==> src/hdl/telemetry_frame_builder_macros.svh <==
// assertion macros shared by the frame builder modules
// no dependencies; files that check their own logic include this header
`ifndef TELEMETRY_FRAME_BUILDER_MACROS_SVH
`define TELEMETRY_FRAME_BUILDER_MACROS_SVH

`ifndef NO_ASSERTIONS

// same-cycle implication, clocked and disabled during reset
`define TFB_ASSERT_IMP(lbl, clk, rst_n, ante, cons, msg) \
    lbl: assert property (@(posedge clk) disable iff (!rst_n) (ante) |-> (cons)) \
        else $error(msg);

// next-cycle implication, clocked and disabled during reset
`define TFB_ASSERT_NXT(lbl, clk, rst_n, ante, cons, msg) \
    lbl: assert property (@(posedge clk) disable iff (!rst_n) (ante) |=> (cons)) \
        else $error(msg);

`else

`define TFB_ASSERT_IMP(lbl, clk, rst_n, ante, cons, msg)
`define TFB_ASSERT_NXT(lbl, clk, rst_n, ante, cons, msg)

`endif

`endif

==> src/hdl/tfb_pkg.sv <==
// shared types and constants of the telemetry frame builder
// no dependencies
package tfb_pkg;

    typedef logic [7:0] t_byte;

    localparam t_byte FrameHead  = 8'hAA;
    localparam t_byte AddrReset  = 8'hFF;
    localparam t_byte MaxPayload = 8'd250;

    // most bytes one request can produce: header, one payload byte, two checks
    localparam int unsigned BurstMax = 7;
    localparam int unsigned CntW     = $clog2(BurstMax + 1);

    // bytes produced by one request, sent lowest entry first
    typedef struct packed {
        logic [BurstMax-1:0][7:0] data;
        logic [CntW-1:0]          count;
        logic                     eof;
    } t_burst;

endpackage

==> src/hdl/tfb_frame_engine.sv <==
// frame state and check arithmetic; builds the byte burst for one request
// depends on tfb_pkg and the assertion macro header
`include "telemetry_frame_builder_macros.svh"

module tfb_frame_engine (
    input  logic           i_clk,
    input  logic           i_rst_n,
    input  logic           i_accept,
    input  tfb_pkg::t_byte i_src_addr,
    input  tfb_pkg::t_byte i_payload_byte,
    input  tfb_pkg::t_byte i_frame_id,
    input  tfb_pkg::t_byte i_payload_length,
    output tfb_pkg::t_burst o_burst
);

    localparam int unsigned PosW = $clog2(tfb_pkg::BurstMax);

    logic           r_in_frame;
    tfb_pkg::t_byte r_left;
    tfb_pkg::t_byte r_sum;
    tfb_pkg::t_byte r_acc;

    logic           n_in_frame;
    tfb_pkg::t_byte n_left;
    tfb_pkg::t_byte n_sum;
    tfb_pkg::t_byte n_acc;

    tfb_pkg::t_burst burst;

    // header bytes, check sums over the request, burst assembly
    always_comb begin
        tfb_pkg::t_byte [3:0] hdr;
        tfb_pkg::t_byte len_c;
        tfb_pkg::t_byte hs;
        tfb_pkg::t_byte ha;
        tfb_pkg::t_byte bs;
        tfb_pkg::t_byte ba;
        tfb_pkg::t_byte ds;
        tfb_pkg::t_byte da;
        tfb_pkg::t_byte fs;
        tfb_pkg::t_byte fa;
        tfb_pkg::t_byte left_base;
        tfb_pkg::t_byte left_next;
        logic           data_used;
        logic           closing;
        logic [PosW-1:0] pos;

        // clamp the length so the header carries what the frame really has
        len_c  = (i_payload_length > tfb_pkg::MaxPayload) ? tfb_pkg::MaxPayload
                                                           : i_payload_length;
        hdr[0] = tfb_pkg::FrameHead;
        hdr[1] = i_src_addr;
        hdr[2] = i_frame_id;
        hdr[3] = len_c;

        // running sum and accumulated sum over the four header bytes
        hs = '0;
        ha = '0;
        for (int i = 0; i < 4; i++) begin
            hs = hs + hdr[i];
            ha = ha + hs;
        end

        bs = r_in_frame ? r_sum : hs;
        ba = r_in_frame ? r_acc : ha;

        data_used = r_in_frame || (len_c != '0);
        ds        = bs + i_payload_byte;
        da        = ba + ds;
        left_base = r_in_frame ? r_left : len_c;
        left_next = left_base - 8'd1;
        closing   = !data_used || (left_next == '0);
        fs        = data_used ? ds : bs;
        fa        = data_used ? da : ba;

        // lay the bytes out in send order
        burst = '0;
        pos   = '0;
        if (!r_in_frame) begin
            for (int i = 0; i < 4; i++) begin
                burst.data[i] = hdr[i];
            end
            pos = PosW'(4);
        end
        if (data_used) begin
            burst.data[pos] = i_payload_byte;
            pos = pos + PosW'(1);
        end
        if (closing) begin
            burst.data[pos] = fs;
            burst.data[pos + PosW'(1)] = fa;
            pos = pos + PosW'(2);
        end
        burst.count = tfb_pkg::CntW'(pos);
        burst.eof   = closing;

        // frame state after this request
        if (closing) begin
            n_in_frame = 1'b0;
            n_left     = '0;
            n_sum      = '0;
            n_acc      = '0;
        end else begin
            n_in_frame = 1'b1;
            n_left     = left_next;
            n_sum      = ds;
            n_acc      = da;
        end
    end

    assign o_burst = burst;

    // frame state registers
    always_ff @(posedge i_clk) begin
        if (!i_rst_n) begin
            r_in_frame <= 1'b0;
            r_left     <= '0;
            r_sum      <= '0;
            r_acc      <= '0;
        end else if (i_accept) begin
            r_in_frame <= n_in_frame;
            r_left     <= n_left;
            r_sum      <= n_sum;
            r_acc      <= n_acc;
        end
    end

    // open frame always has payload still to come
    `TFB_ASSERT_IMP(a_left_in_frame, i_clk, i_rst_n, r_in_frame, r_left != '0, "open frame with no bytes left")
    // between frames the counters sit at zero
    `TFB_ASSERT_IMP(a_idle_clear, i_clk, i_rst_n, !r_in_frame, (r_left == '0) && (r_sum == '0) && (r_acc == '0), "frame state not cleared between frames")

endmodule

==> src/hdl/tfb_byte_serializer.sv <==
// holds one burst and sends it out one byte per cycle while the output is not stalled
// depends on tfb_pkg and the assertion macro header
`include "telemetry_frame_builder_macros.svh"

module tfb_byte_serializer (
    input  logic            i_clk,
    input  logic            i_rst_n,
    input  logic            i_load,
    input  tfb_pkg::t_burst i_burst,
    input  logic            i_out_stall,
    output logic            o_out_valid,
    output tfb_pkg::t_byte  o_out_byte,
    output logic            o_end_of_frame,
    output logic            o_busy
);

    logic [tfb_pkg::BurstMax-1:0][7:0] r_data;
    logic [tfb_pkg::CntW-1:0]          r_cnt;
    logic                              r_eof;

    logic take;

    assign o_out_valid    = (r_cnt != '0);
    assign take           = o_out_valid && !i_out_stall;
    assign o_out_byte     = r_data[0];
    assign o_end_of_frame = r_eof && (r_cnt == tfb_pkg::CntW'(1));

    // a new burst fits once the current one is gone by the next edge
    assign o_busy = (r_cnt > tfb_pkg::CntW'(1)) ||
                    ((r_cnt == tfb_pkg::CntW'(1)) && i_out_stall);

    // burst payload: load or shift down one byte per byte sent
    always_ff @(posedge i_clk) begin
        if (i_load) begin
            r_data <= i_burst.data;
        end else if (take) begin
            r_data <= {8'h00, r_data[tfb_pkg::BurstMax-1:1]};
        end
    end

    // byte count and frame-end flag
    always_ff @(posedge i_clk) begin
        if (!i_rst_n) begin
            r_cnt <= '0;
            r_eof <= 1'b0;
        end else if (i_load) begin
            r_cnt <= i_burst.count;
            r_eof <= i_burst.eof;
        end else if (take) begin
            r_cnt <= r_cnt - tfb_pkg::CntW'(1);
        end
    end

    // a load never overwrites bytes still to be sent
    `TFB_ASSERT_IMP(a_no_overwrite, i_clk, i_rst_n, i_load, (r_cnt == '0) || ((r_cnt == tfb_pkg::CntW'(1)) && take), "burst loaded over unsent bytes")
    // each byte sent without a load drops the count by one
    `TFB_ASSERT_NXT(a_count_step, i_clk, i_rst_n, take && !i_load, r_cnt == $past(r_cnt) - tfb_pkg::CntW'(1), "byte count did not step")

endmodule

==> src/hdl/telemetry_frame_builder.sv <==
// top level of the telemetry frame builder: handshakes and address register
// depends on tfb_pkg, tfb_frame_engine and tfb_byte_serializer

// Each accepted request yields a burst of output bytes, one byte per cycle on
// the output channel while it is not stalled: the first request of a frame
// gives five bytes (header and the first payload byte), six for a zero-length
// frame, seven for a one-byte frame; middle requests give one byte and the
// closing request three (payload byte and both checks). With the output never
// stalled, a request is taken in every cycle in mid frame, and the next request
// is taken in the cycle the last byte of the current burst leaves. The single
// burst register of the serializer stalls a new request until the current burst
// is through. The source address register resets to 0xFF and is read when a
// header is built. Payload lengths above 250 are clamped to 250.
module telemetry_frame_builder (
    input  logic       i_clk,
    input  logic       i_rst_n,
    input  logic       i_cfg_wr_en,
    input  logic [7:0] i_cfg_wr_data,
    input  logic       i_in_valid,
    output logic       o_in_stall,
    input  logic [7:0] i_payload_byte,
    input  logic [7:0] i_frame_id,
    input  logic [7:0] i_payload_length,
    output logic       o_out_valid,
    input  logic       i_out_stall,
    output logic [7:0] o_out_byte,
    output logic       o_end_of_frame
);

    tfb_pkg::t_byte  r_src_addr;
    tfb_pkg::t_burst burst;
    logic            busy;
    logic            accept;

    // source address register
    always_ff @(posedge i_clk) begin
        if (!i_rst_n) begin
            r_src_addr <= tfb_pkg::AddrReset;
        end else if (i_cfg_wr_en) begin
            r_src_addr <= i_cfg_wr_data;
        end
    end

    // input handshake
    assign o_in_stall = busy;
    assign accept     = i_in_valid && !busy;

    tfb_frame_engine u_engine (
        .i_clk            (i_clk),
        .i_rst_n          (i_rst_n),
        .i_accept         (accept),
        .i_src_addr       (r_src_addr),
        .i_payload_byte   (i_payload_byte),
        .i_frame_id       (i_frame_id),
        .i_payload_length (i_payload_length),
        .o_burst          (burst)
    );

    tfb_byte_serializer u_serializer (
        .i_clk          (i_clk),
        .i_rst_n        (i_rst_n),
        .i_load         (accept),
        .i_burst        (burst),
        .i_out_stall    (i_out_stall),
        .o_out_valid    (o_out_valid),
        .o_out_byte     (o_out_byte),
        .o_end_of_frame (o_end_of_frame),
        .o_busy         (busy)
    );

endmodule
==> config.mk <==
export PLATFORM = sky130hd
export DESIGN_NAME = telemetry_frame_builder
export DESIGN_NICKNAME = d
export VERILOG_FILES = /design/src/hdl/tfb_pkg.sv /design/src/hdl/tfb_frame_engine.sv /design/src/hdl/tfb_byte_serializer.sv /design/src/hdl/telemetry_frame_builder.sv
export VERILOG_INCLUDE_DIRS = /design/src /design/src/hdl
export SDC_FILE = /design/constraint.sdc
export NUM_CORES = 1
export LEC_CHECK = 0
export ABC_AREA = 1
export BUFFER_PORTS_ARGS = -buffer_cell sky130_fd_sc_hd__buf_4
export CAP_MARGIN = 25
export CORE_MARGIN = 1
export CORE_UTILIZATION = 30
export CTS_CLUSTER_DIAMETER = 120
export CTS_CLUSTER_SIZE = 25
export DETAILED_ROUTE_END_ITERATION = 16
export GPL_ROUTABILITY_DRIVEN = 1
export HOLD_SLACK_MARGIN = 0.1
export PLACE_DENSITY_LB_ADDON = 0.15
export SYNTH_ARGS = -nofsm -noshare
export SYNTH_HDL_FRONTEND = slang
export SYNTH_SLANG_ARGS = --single-unit
export TNS_END_PERCENT = 10
==> constraint.sdc <==
create_clock -name i_clk -period 5.23 [get_ports i_clk]
set_clock_uncertainty 0.2 [all_clocks]
set_input_delay 0.2615 -clock i_clk [delete_from_list [all_inputs] [get_ports i_clk]]
set_output_delay 0.2615 -clock i_clk [all_outputs]
set_load 0.01 [all_outputs]
Yosys cells after proc, flatten, opt, wreduce, memory -nomap -nowiden
Index checks and enable logic that the tools add are counted.
{ "word_totals": {"in_bits": 37, "mem_bits_rw": 0, "ff_bits": 93, "latchBits": 0, "memories": 0, "word_cells": 82, "output_inout_bits": 11, "rom_bits": 0} }
{ "classes": {"eq_ne": 1, "mux": 29, "reduce_logical": 17, "addsub": 13, "bitwise": 0, "order_cmp": 8, "div_mod_pow": 0, "n_mul": 0, "shifts": 0} }
{ "ops": {"columns": ["op", "n"], "rows": [
  ["2-to-1 mux 56 bit", 4],
  ["bitwise mux 56 bit", 3],
  ["2-to-1 mux 8 bit", 12],
  ["demux 8 bit (select 3 bit)", 3],
  ["adder 8 bit", 6],
  ["2-to-1 mux 32 bit", 1],
  ["adder 8 bit (first input constant)", 2],
  ["2-to-1 mux 3 bit", 5],
  ["less-than comparator 3 x 4 -> 1 bit (second input constant)", 3],
  ["greater-or-equal comparator 3 x 1 -> 1 bit (second input constant)", 3],
  ["greater-than comparator 8 bit (second input constant)", 1],
  ["zero test 8 bit", 1],
  ["nonzero test 8 bit", 1],
  ["subtractor 8 x 1 -> 8 bit (second input constant)", 1],
  ["logical AND 1 bit", 7],
  ["adder 3 x 1 -> 3 bit (second input constant)", 2],
  ["adder 3 x 2 -> 3 bit (second input constant)", 1],
  ["equality test 3 x 1 -> 1 bit (second input constant)", 1],
  ["greater-than comparator 3 x 1 -> 1 bit (second input constant)", 1],
  ["zero test 1 bit", 3],
  ["logical OR 1 bit", 3],
  ["nonzero test 3 bit", 1],
  ["subtractor 3 x 1 -> 3 bit (second input constant)", 1],
  ["nonzero test 2 bit", 1],
  ["2-to-1 mux 1 bit", 1]
]} }

Longest topological paths before layout
Gate-level depths: netlist of run 1.
{ "depth": {"ltp_word": 13, "mapped_depth": 37, "mapped_depth_nobuf": 37} }

Cells and area by module
A second synthesis of run 1 with hierarchy kept.
{ "hier_totals": {"cells_unflattened": 926, "area_unflattened_um2": 6860.3} }
{ "by_module_without_submodules": {"columns": ["mod", "seq_area_each_um2", "instances", "cells_per_inst", "area_per_inst_um2"], "rows": [
  ["tfb_frame_engine", 500.5, 1, 611, 3819.9],
  ["tfb_byte_serializer", 1761.7, 1, 278, 2752.6],
  ["telemetry_frame_builder", 160.2, 1, 37, 287.8]
]} }

Worst setup path after synthesis of run 1
Ideal clock, no wire load.
{ "synth_timing": {"path_type": "reg2reg", "startpoint": "register r_src_addr[1]", "endpoint": "register u_serializer.r_data[23] (netlist bit), data pin", "path_buffers": 0, "path_stages_with_launch": 29, "path_slack_ns": -0.045, "synth_period_minus_slack_ns": 5.275, "setup_time_ns": 0.259, "arrival_time_ns": 4.817, "required_ns": 4.771, "cell_sequence": "dfxtp_1 -> ha_1 -> xor2_1 -> inv_1 -> ha_1 -> nand2_1 -> o21ai_0 -> xor2_1 -> inv_1 -> ha_1 -> inv_1 -> nand3_1 -> and2_1 -> inv_1 -> fa_1 -> inv_1 -> ha_1 -> ha_1 -> o21ai_0 -> nand2_1 -> ha_1 -> a21oi_1 -> o21ai_0 -> a21oi_1 -> inv_1 -> nand3_1 -> nand3_1 -> nand2_1 -> o21bai_1"} }
{ "synth_between": {"elab_chain_len": 10, "elab_cells_between_ends": 16, "classes_between": "8 x add/sub; 8 x mux"} }
{ "synth_lines": {"columns": ["element", "line_no", "text"], "rows": [
  ["start, declared", "telemetry_frame_builder.sv:30", "tfb_pkg::t_byte r_src_addr;"],
  ["start signal, assigned", "telemetry_frame_builder.sv:38", "r_src_addr <= tfb_pkg::AddrReset;"],
  ["start signal, assigned", "telemetry_frame_builder.sv:40", "r_src_addr <= i_cfg_wr_data;"],
  ["adder 8 bit *", "tfb_frame_engine.sv:60", "hs = hs + hdr[i];"],
  ["adder 8 bit (on tied branches) (2 in a row)", "tfb_frame_engine.sv:61, tfb_frame_engine.sv:60", null],
  ["adder 8 bit / 2-to-1 mux 8 bit (equally long branches)", "tfb_frame_engine.sv:61, tfb_frame_engine.sv:64", null],
  ["2-to-1 mux 8 bit / adder 8 bit (equally long branches)", "tfb_frame_engine.sv:65, tfb_frame_engine.sv:68", null],
  ["adder 8 bit / 2-to-1 mux 8 bit (equally long branches)", "tfb_frame_engine.sv:69, tfb_frame_engine.sv:73", null],
  ["2-to-1 mux 8 bit / bitwise mux 56 bit (equally long branches)", "tfb_frame_engine.sv:74, tfb_frame_engine.sv:90", null],
  ["bitwise mux 56 bit *", "tfb_frame_engine.sv:91", "burst.data[pos + PosW'(1)] = fa;"],
  ["2-to-1 mux 56 bit *", "tfb_frame_engine.sv:89", "if (closing) begin"],
  ["2-to-1 mux 56 bit *", "tfb_byte_serializer.sv:34", "if (i_load) begin"],
  ["end signal, assigned", "tfb_byte_serializer.sv:35", "r_data <= i_burst.data;"],
  ["end signal, assigned", "tfb_byte_serializer.sv:37", "r_data <= {8'h00, r_data[tfb_pkg::BurstMax-1:1]};"],
  ["end, declared", "tfb_byte_serializer.sv:17", "logic [tfb_pkg::BurstMax-1:0][7:0] r_data;"]
]} }
Mark *: on every way between the ends. The rest lies on a longest branch, timed or not.
A chain may end at the register's enable or synchronous reset.

Final worst setup path of run 1
{ "layout_timing": {"startpoint": "register r_src_addr[1]", "endpoint": "register u_serializer.r_data[22] (netlist bit), data pin"} }
Same word-level chain as after synthesis.

==> summary.md, run 1 <==
| Metric | Value |
|---|---|
| Cell type group with the largest total delay on the critical path | adder cells |
| Vias | roughly 6000 |
| Tmin final | about 5.2 ns |
| Worst EP arrival | 5.21 ns |
| IO Pins | 48 |
| Status | complete, no violations |
| Hold Crit Class | primary input to register |
| Max-slew violations | 0 |
| Post-synth EDFFs | 56 |
| Final worst-path cycle share | 99.31% |
| Flops & latches, synth | 93 |
| Drc violations | 0 |
| Largest net degree at the start of global routing | 56 |
| Fin area | 0.008857 sq mm |
| Gr ovfl total | 0 |
| Seq/Total Area, Yosys | 36.98% |
| Share of cells above drive strength 1 | 28.20% |
| DRT Pass-1 Iters | 4 |
| Synth warn | 0 |
| CP endpoint kind | register |
| Required @ worst endpoint | 5.24 ns |
| Die X | between 100 and 150 um |
| FFs w/ async S/R, synth | 0% |
| Initial core utilization | 30.87% |
| Synthesized Nets | 933 |
| H-tree depth | 3 |
| Clock sinks | 93 |
| Fillers | 2208 |
| CP max FO | 3 |
| Most frequent cell on the critical path | inv_2 |
| Final hold violation count | 0 |
| Mapped cell area | 0.006550 sq mm |
| Deepest clock path buffer count | 2 |
| Post-DP Area | 0.007786 sq mm |
| Top cell type's share of synthesized area | 25.67% |
| Max-Cap Viols | 0 |
| Final WL | between 20000 and 25000 um |
| HPWL Detailed | 15760 um |
| Netlist cell types | 51 |
| Global-route wire length before repair | 33410 um |
| Vias in the first global route | 5819 |
| CTS root buf | clkbuf_16 |
| Routed WL per cell | 16.87 um |
| # port buffers | 47 |
| Total track usage | 20.14% |
| Synth Flop Type | edfxtp_1 |
| Final setup fails | 0 |
| Core area | roughly 0.021 sq mm |
| Max Clk Rate | slightly below 200 MHz |
| Crit-path max cell delay | 0.55 ns |
| Setup crit start | r_src_addr[1] |
| Post-layout net count | 1095 |
| GPL Wtd Cong | 0.8249 |
| Ant diodes | 0 |
| Initial antenna violation count | 0 |
| Slew @ Worst Pin | between 0.9 and 1 ns |
| Unrepaired setup endpoints after global routing | true |
| DR iter-0 viols | between 400 and 500 |
| Leading area contributor after synthesis | edfxtp_1 |
| CTS tree | built |
| Synth top area cells | edfxtp_1 (26%), nand2_1 (13%), dfxtp_1 (11%), ha_1 (8.6%), inv_1 (6.2%) |
| Crit path kind | register to register |
| Chip Height | 149.8 um |
| TritonCTS buffer count | 9 |
| Crit path buf inv count | 6 |
| Synthesized area per cell | around 7.8 sq um |
| Vias per Instance | 4.709 |
| CP Launch Type | register |
| Worst path slowest cell | fa_1 |
| Hold path startpoint | i_frame_id[6] |
| Worst slew margin | 38.62% |
| Clk pin slew, worst setup/hold paths | 0.07 ns |
| P&R area growth vs syn | 35.22% |
| Synth Instances | 840 |
| Total Die Area | 0.02243 sq mm |
| Worst skew pair latency | roughly 0.36 ns |
| Rows | 53 |
| DRT antenna net count | 0 |
| Reg2Reg Launch Point | r_src_addr[1] |
-- flip-flops by register name (all words and copies together) (netlist names) --
signal / flops
u_engine.r_acc: 8
u_serializer.r_cnt: 3
u_engine.r_in_frame: 1
u_engine.r_left: 8
u_serializer.r_data: 48
u_serializer.r_eof: 1
u_engine.r_sum: 8
r_src_addr: 8
u_serializer.o_out_byte: 8
-- cells in the final DEF (no fill, tap or decap), types with 10 or more instances in the layout --
master,count
ha_1,30
edfxtp_1,56
buf_4,156
inv_1,97
inv_2,17
nand3_1,39
o21ai_0,34
nand2_1,214
nand2_2,16
a21oi_1,69
clkbuf_16,10
dlygate4sd3_1,32
nor2_2,10
nor2_1,35
ha_4,14
dfxtp_1,34
xor2_1,17
-- final timing paths --
kind / depth (start not counted) / endpoint / slack, ns
max: 27 / u_serializer.r_data[22] / 0.04
min: 3 / u_serializer.r_data[22] / 0.14
max reg2reg: 27 / u_serializer.r_data[22] / 0.04
min reg2reg: 2 / u_engine.r_left[5] / 0.27
-- cells by family after synthesis --
group	Yosys count	share of synthesized area, %
AO/OA/AOI/OAI	163	14.59
AND/OR/NAND/NOR	346	23.11
flip-flops	93	36.98
XOR/XNOR	27	3.610
buffers and inverters	155	9.742
adder cells (fa/ha/maj)	56	11.96
-- stage by stage --
stage / setup WS, ns / util [%] / hold WS (ns) / instances / TNS (ns)
after CTS: 0.0003770 / 40.64 / 0.1523 / 1276 / 0
after detailed placement: -0.4609 / 36.69 / 0.2555 / 1221 / -2.642
after floorplan: 0.004296 / - / 0.1838 / 840 / 0
after global placement: -0.4044 / 36.69 / 0.2531 / 1221 / -2.072
after global routing: -0.2126 / 41.74 / 0.1598 / 1282 / -1.108
final: 0.03609 / 41.74 / 0.1434 / 1282 / 0
-- what timing repair did --
| item | 4_1_cts | 5_1_grt |
|---|---|---|
| setup buffers | 7 | 6 |
| endpoints found under the hold margin | 18 | 0 |
| pin swaps | 19 | 30 |
| setup endpoints to repair | 11 | 13 |
| hold buffers | 32 | 0 |
| gates resized for setup | 36 | 42 |
-- cells in the mapped netlist, drive strengths merged, types with 2 or more instances --
cell,count
or2,7
o21ai,47
a21oi,78
edfxtp,56
nor3,3
ha,45
clkbuf,21
a22oi,4
clkinv,2
inv,115
fa,11
nand2,231
o221ai,9
xnor2,2
dfxtp,37
nand4,5
a22o,4
xor2,25
o211ai,9
nor2,48
buf,17
nand3,48
o22a,3
o31ai,2
nand3b,2
-- layout make-up --
cell class / instances / area (sq um) / area share [%]
multi-input cells: 592 / 3842 / 43.38
flip-flops and latches: 93 / 2429 / 27.42
clock buffers: 11 / 254.0 / 2.868
repair buffers: 189 / 1503 / 16.97
clock inverters: 5 / 38.79 / 0.4379
inverters: 117 / 446.7 / 5.043
well taps: 275 / 344.1 / 3.885
-- worst register-to-register path, cell delays in order (launching register included) --
cell      delay, ns
dfxtp_4        0.36
ha_4           0.29
ha_4           0.20
buf_4          0.14
xor2_2         0.15
nand3b_1       0.20
nand2_2        0.10
xor2_2         0.17
inv_2          0.06
fa_1           0.51
inv_1          0.05
ha_1           0.27
ha_2           0.18
inv_2          0.04
fa_1           0.55
o21ai_1        0.09
ha_1           0.33
inv_2          0.08
o21ai_2        0.06
a31oi_2        0.17
inv_1          0.08
a21oi_2        0.13
o21ai_1        0.09
xor2_1         0.19
nand2_1        0.09
nand2_1        0.07
nand3_1        0.06
a21oi_1        0.14
-- routing by layer --
layer / up-vias / track usage (%) / share of wire (%)
li1: 3085 / - / -
met1: 2839 / 27.35 / 48
met2: 98 / 33.56 / 47
met3: 15 / 2.134 / 3.0
met4: 0 / 5.960 / 1.7
met5: - / 0 / 0
Power of run 1 is left out: the tool's default activity adds up to more than one toggle a clock period on the data nets, which glitch-free logic cannot reach.
==> run 2, diff against run 1 <==
--- a/config.mk
+++ b/config.mk
@@ -19,5 +19,6 @@
 export PLACE_DENSITY_LB_ADDON = 0.15
 export SYNTH_ARGS = -nofsm -noshare
 export SYNTH_HDL_FRONTEND = slang
+export SYNTH_HIERARCHICAL = 1
 export SYNTH_SLANG_ARGS = --single-unit
 export TNS_END_PERCENT = 10
==> run 2 against run 1 <==
The flow now finishes with violations (setup timing). Utilization barely moved. Non-clock buffer count rose by 1. Flip-flop and latch count stayed put. Hold slack lost 0.033 ns. Sequential share of layout area down 1.0 points. Clock-buffer cell count shrank 1. Critical path depth increased by 7. Synthesized area increased by 4.7%. Final cell count rose by 6.7%. Via count grew 5.3%.
==> summary.md, run 2 <==
| Metric | Value |
|---|---|
| Max-slew violations | 0 |
| CP Launch Type | register |
| Max Clk Rate | 185.0 MHz |
| DRT antenna net count | 0 |
| Drc violations | 0 |
| Chip Height | roughly 150 um |
| Crit-path max cell delay | 0.52 ns |
| Synth Instances | 926 |
| Most frequent cell on the critical path | nand2_1 |
| Dpl ws | -0.6065 ns |
| Max reg flops | 48 |
| Sum Neg Setup Slack | -0.8729 ns |
| FFs w/ async S/R, synth | 0% |
| Unrepaired setup endpoints after global routing | true |
| TritonCTS buffer count | 9 |
| Leading area contributor after synthesis | edfxtp_1 |
| Post-synth EDFFs | 56 |
| Mapped cell area | 0.006860 sq mm |
| Total track usage | 19.52% |
| Final setup fails | 9 |
| Worst skew pair latency | around 0.36 ns |
| Initial core utilization | 31.05% |
| Clock sinks | 93 |
| Die X | 153.2 um |
| Total Die Area | 0.02348 sq mm |
| Synth warn | 6 |
| Largest net degree at the start of global routing | 64 |
| DRT Pass-1 Iters | 5 |
| Final worst-path cycle share | 103.3% |
| DR iter-0 viols | 355 |
| Post-layout net count | 1175 |
| Top reg by flops | u_serializer/r_data |
| Ant diodes | 0 |
| Leading cell type in the layout, fill and taps excluded | nand2_1 |
| Violated checks | setup timing |
| Final WL | 22070 um |
| Vias | approximately 6400 |
| P&R area growth vs syn | 34.49% |
| H-tree depth | 3 |
| CP max FO | 5 |
| Netlist cell types | 48 |
| Commonest non-fill, non-tap cells in the layout | nand2_1 (336), buf_4 (161), inv_1 (104) |
| Vias in the first global route | 6225 |
| Tmin final | 5.405 ns |
| Synthesized Nets | a little over 1000 |
| HPWL Detailed | 16010 um |
| Worst slew margin | 37.33% |
| Synthesized area per cell | between 7 and 8 sq um |
| Core area | 0.02209 sq mm |
| Fin worst setup slack | -0.1749 ns |
| Most common cell in the synthesized netlist | nand2_1 |
| Rows | 54 |
| Flops & latches, synth | 93 |
| IO Pins | 48 |
| Max-Cap Viols | 0 |
| Top cell type's share of synthesized area | 24.51% |
| Clk pin slew, worst setup/hold paths | 0.08 ns |
| Synth Flop Type | edfxtp_1 |
| Required @ worst endpoint | 5.16 ns |
| Commonest cells post-synth | nand2_1 (351), inv_1 (116), edfxtp_1 (56) |
| Status | finished, violations left |
| Final hold violation count | 0 |
| Synth top area cells | edfxtp_1 (25%), nand2_1 (19%), dfxtp_1 (11%), ha_1 (8.2%), inv_1 (6.3%) |
| Seq/Total Area, Yosys | 35.31% |
| Deepest clock path buffer count | 2 |
| Initial antenna violation count | 0 |
| Slew @ Worst Pin | 0.9390 ns |
| Worst EP arrival | 5.33 ns |
| Crit path kind | register to register |
| Worst path slowest cell | fa_1 |
| GPL Wtd Cong | 0.8269 |
| Vias per Instance | 4.645 |
| CTS root buf | clkbuf_16 |
| Hold Crit Class | primary input to register |
| CTS tree | built |
| Gr ovfl total | 0 |
| Share of cells above drive strength 1 | 27.11% |
| Routed WL per cell | 16.13 um |
| Global-route wire length before repair | between 30000 and 40000 um |
| CP endpoint kind | register |
| # port buffers | 47 |
## run 2: cell count changes in the layout (fill, tap and decap cells not counted), sizes merged, moves of 5 or more
cell,previous run,this run
nand2,231,361
o211ai,9,2
buf,157,162
inv,117,126
xnor2,2,14
xor2,25,18
o22ai,1,10
o21ai,47,35
a21oi,78,57
nor2,48,38
o221ai,9,0
## run 2: critical path: cells and delay by family (launching register included)
kind	cells	cell delay [ns]
flops	1	0.39
simple gates	11	0.84
fa+ha+maj	7	2.09
compound gates	4	0.53
xor+xnor	4	0.62
buf+inv	8	0.48
## run 2: cells by family (layout without fill, tap and decap cells)
group	Yosys count	count (layout)	share of synthesized area [%]
AO/OA/AOI/OAI	116	116	9.593
XOR/XNOR	32	32	4.304
adder cells (fa/ha/maj)	55	55	11.13
buffers and inverters	167	329	11.14
flip-flops	93	93	35.31
multiplexers	1	1	0.2006
AND/OR/NAND/NOR	462	462	28.32
## run 2: final timing paths
path | start | end | slack (ns) | cells past startpoint
setup / recovery | r_src_addr[1] | u_serializer/r_data[23] | -0.17 | 34
setup reg to reg | r_src_addr[1] | u_serializer/r_data[23] | -0.17 | 34
hold / removal | i_frame_id[7] | u_serializer/r_data[23] | 0.11 | 5
hold reg to reg | u_serializer/r_eof | u_serializer/r_eof | 0.26 | 2
## run 2: through the flow
stage               hold slack, ns  cells  util (%)  cell area, sq um
finish                      0.1105   1368     41.76              9226
global route                0.1279   1368     41.76              9226
CTS                         0.1011   1364     40.53              8955
detailed placement          0.2536   1300     36.57              8079
global placement            0.2466   1300     36.57              8079
floorplan                   0.1790    926         -              6979
## run 2: repair_timing
action / in CTS / in global routing
resized for setup: 33 / 53
pin swaps: 29 / 46
setup endpoints to repair: 9 / 15
hold buffers: 28 / 0
endpoints found under the hold margin: 16 / 0
buffers inserted: 20 / 4
## run 2: routing by layer
metal | up-vias | GRT usage [%] | routed length [um]
li1 | 3249 | - | -
met1 | 2972 | 27.15 | 10850
met2 | 112 | 30.94 | 9903
met3 | 22 | 2.665 | 755
met4 | 0 | 6.590 | 561
met5 | - | 0 | 0
## run 2: final cells by class
cell class / instances / area, sq um
Fill cell: 2290 / 12870
Multi-Input combinational cell: 666 / 4163
Sequential cell: 93 / 2434
Timing Repair Buffer: 190 / 1500
Inverter: 123 / 471.7
Tap cell: 280 / 350.3
Clock buffer: 10 / 250.2
Clock inverter: 6 / 57.56
Power of run 2 is left out for the same reason.
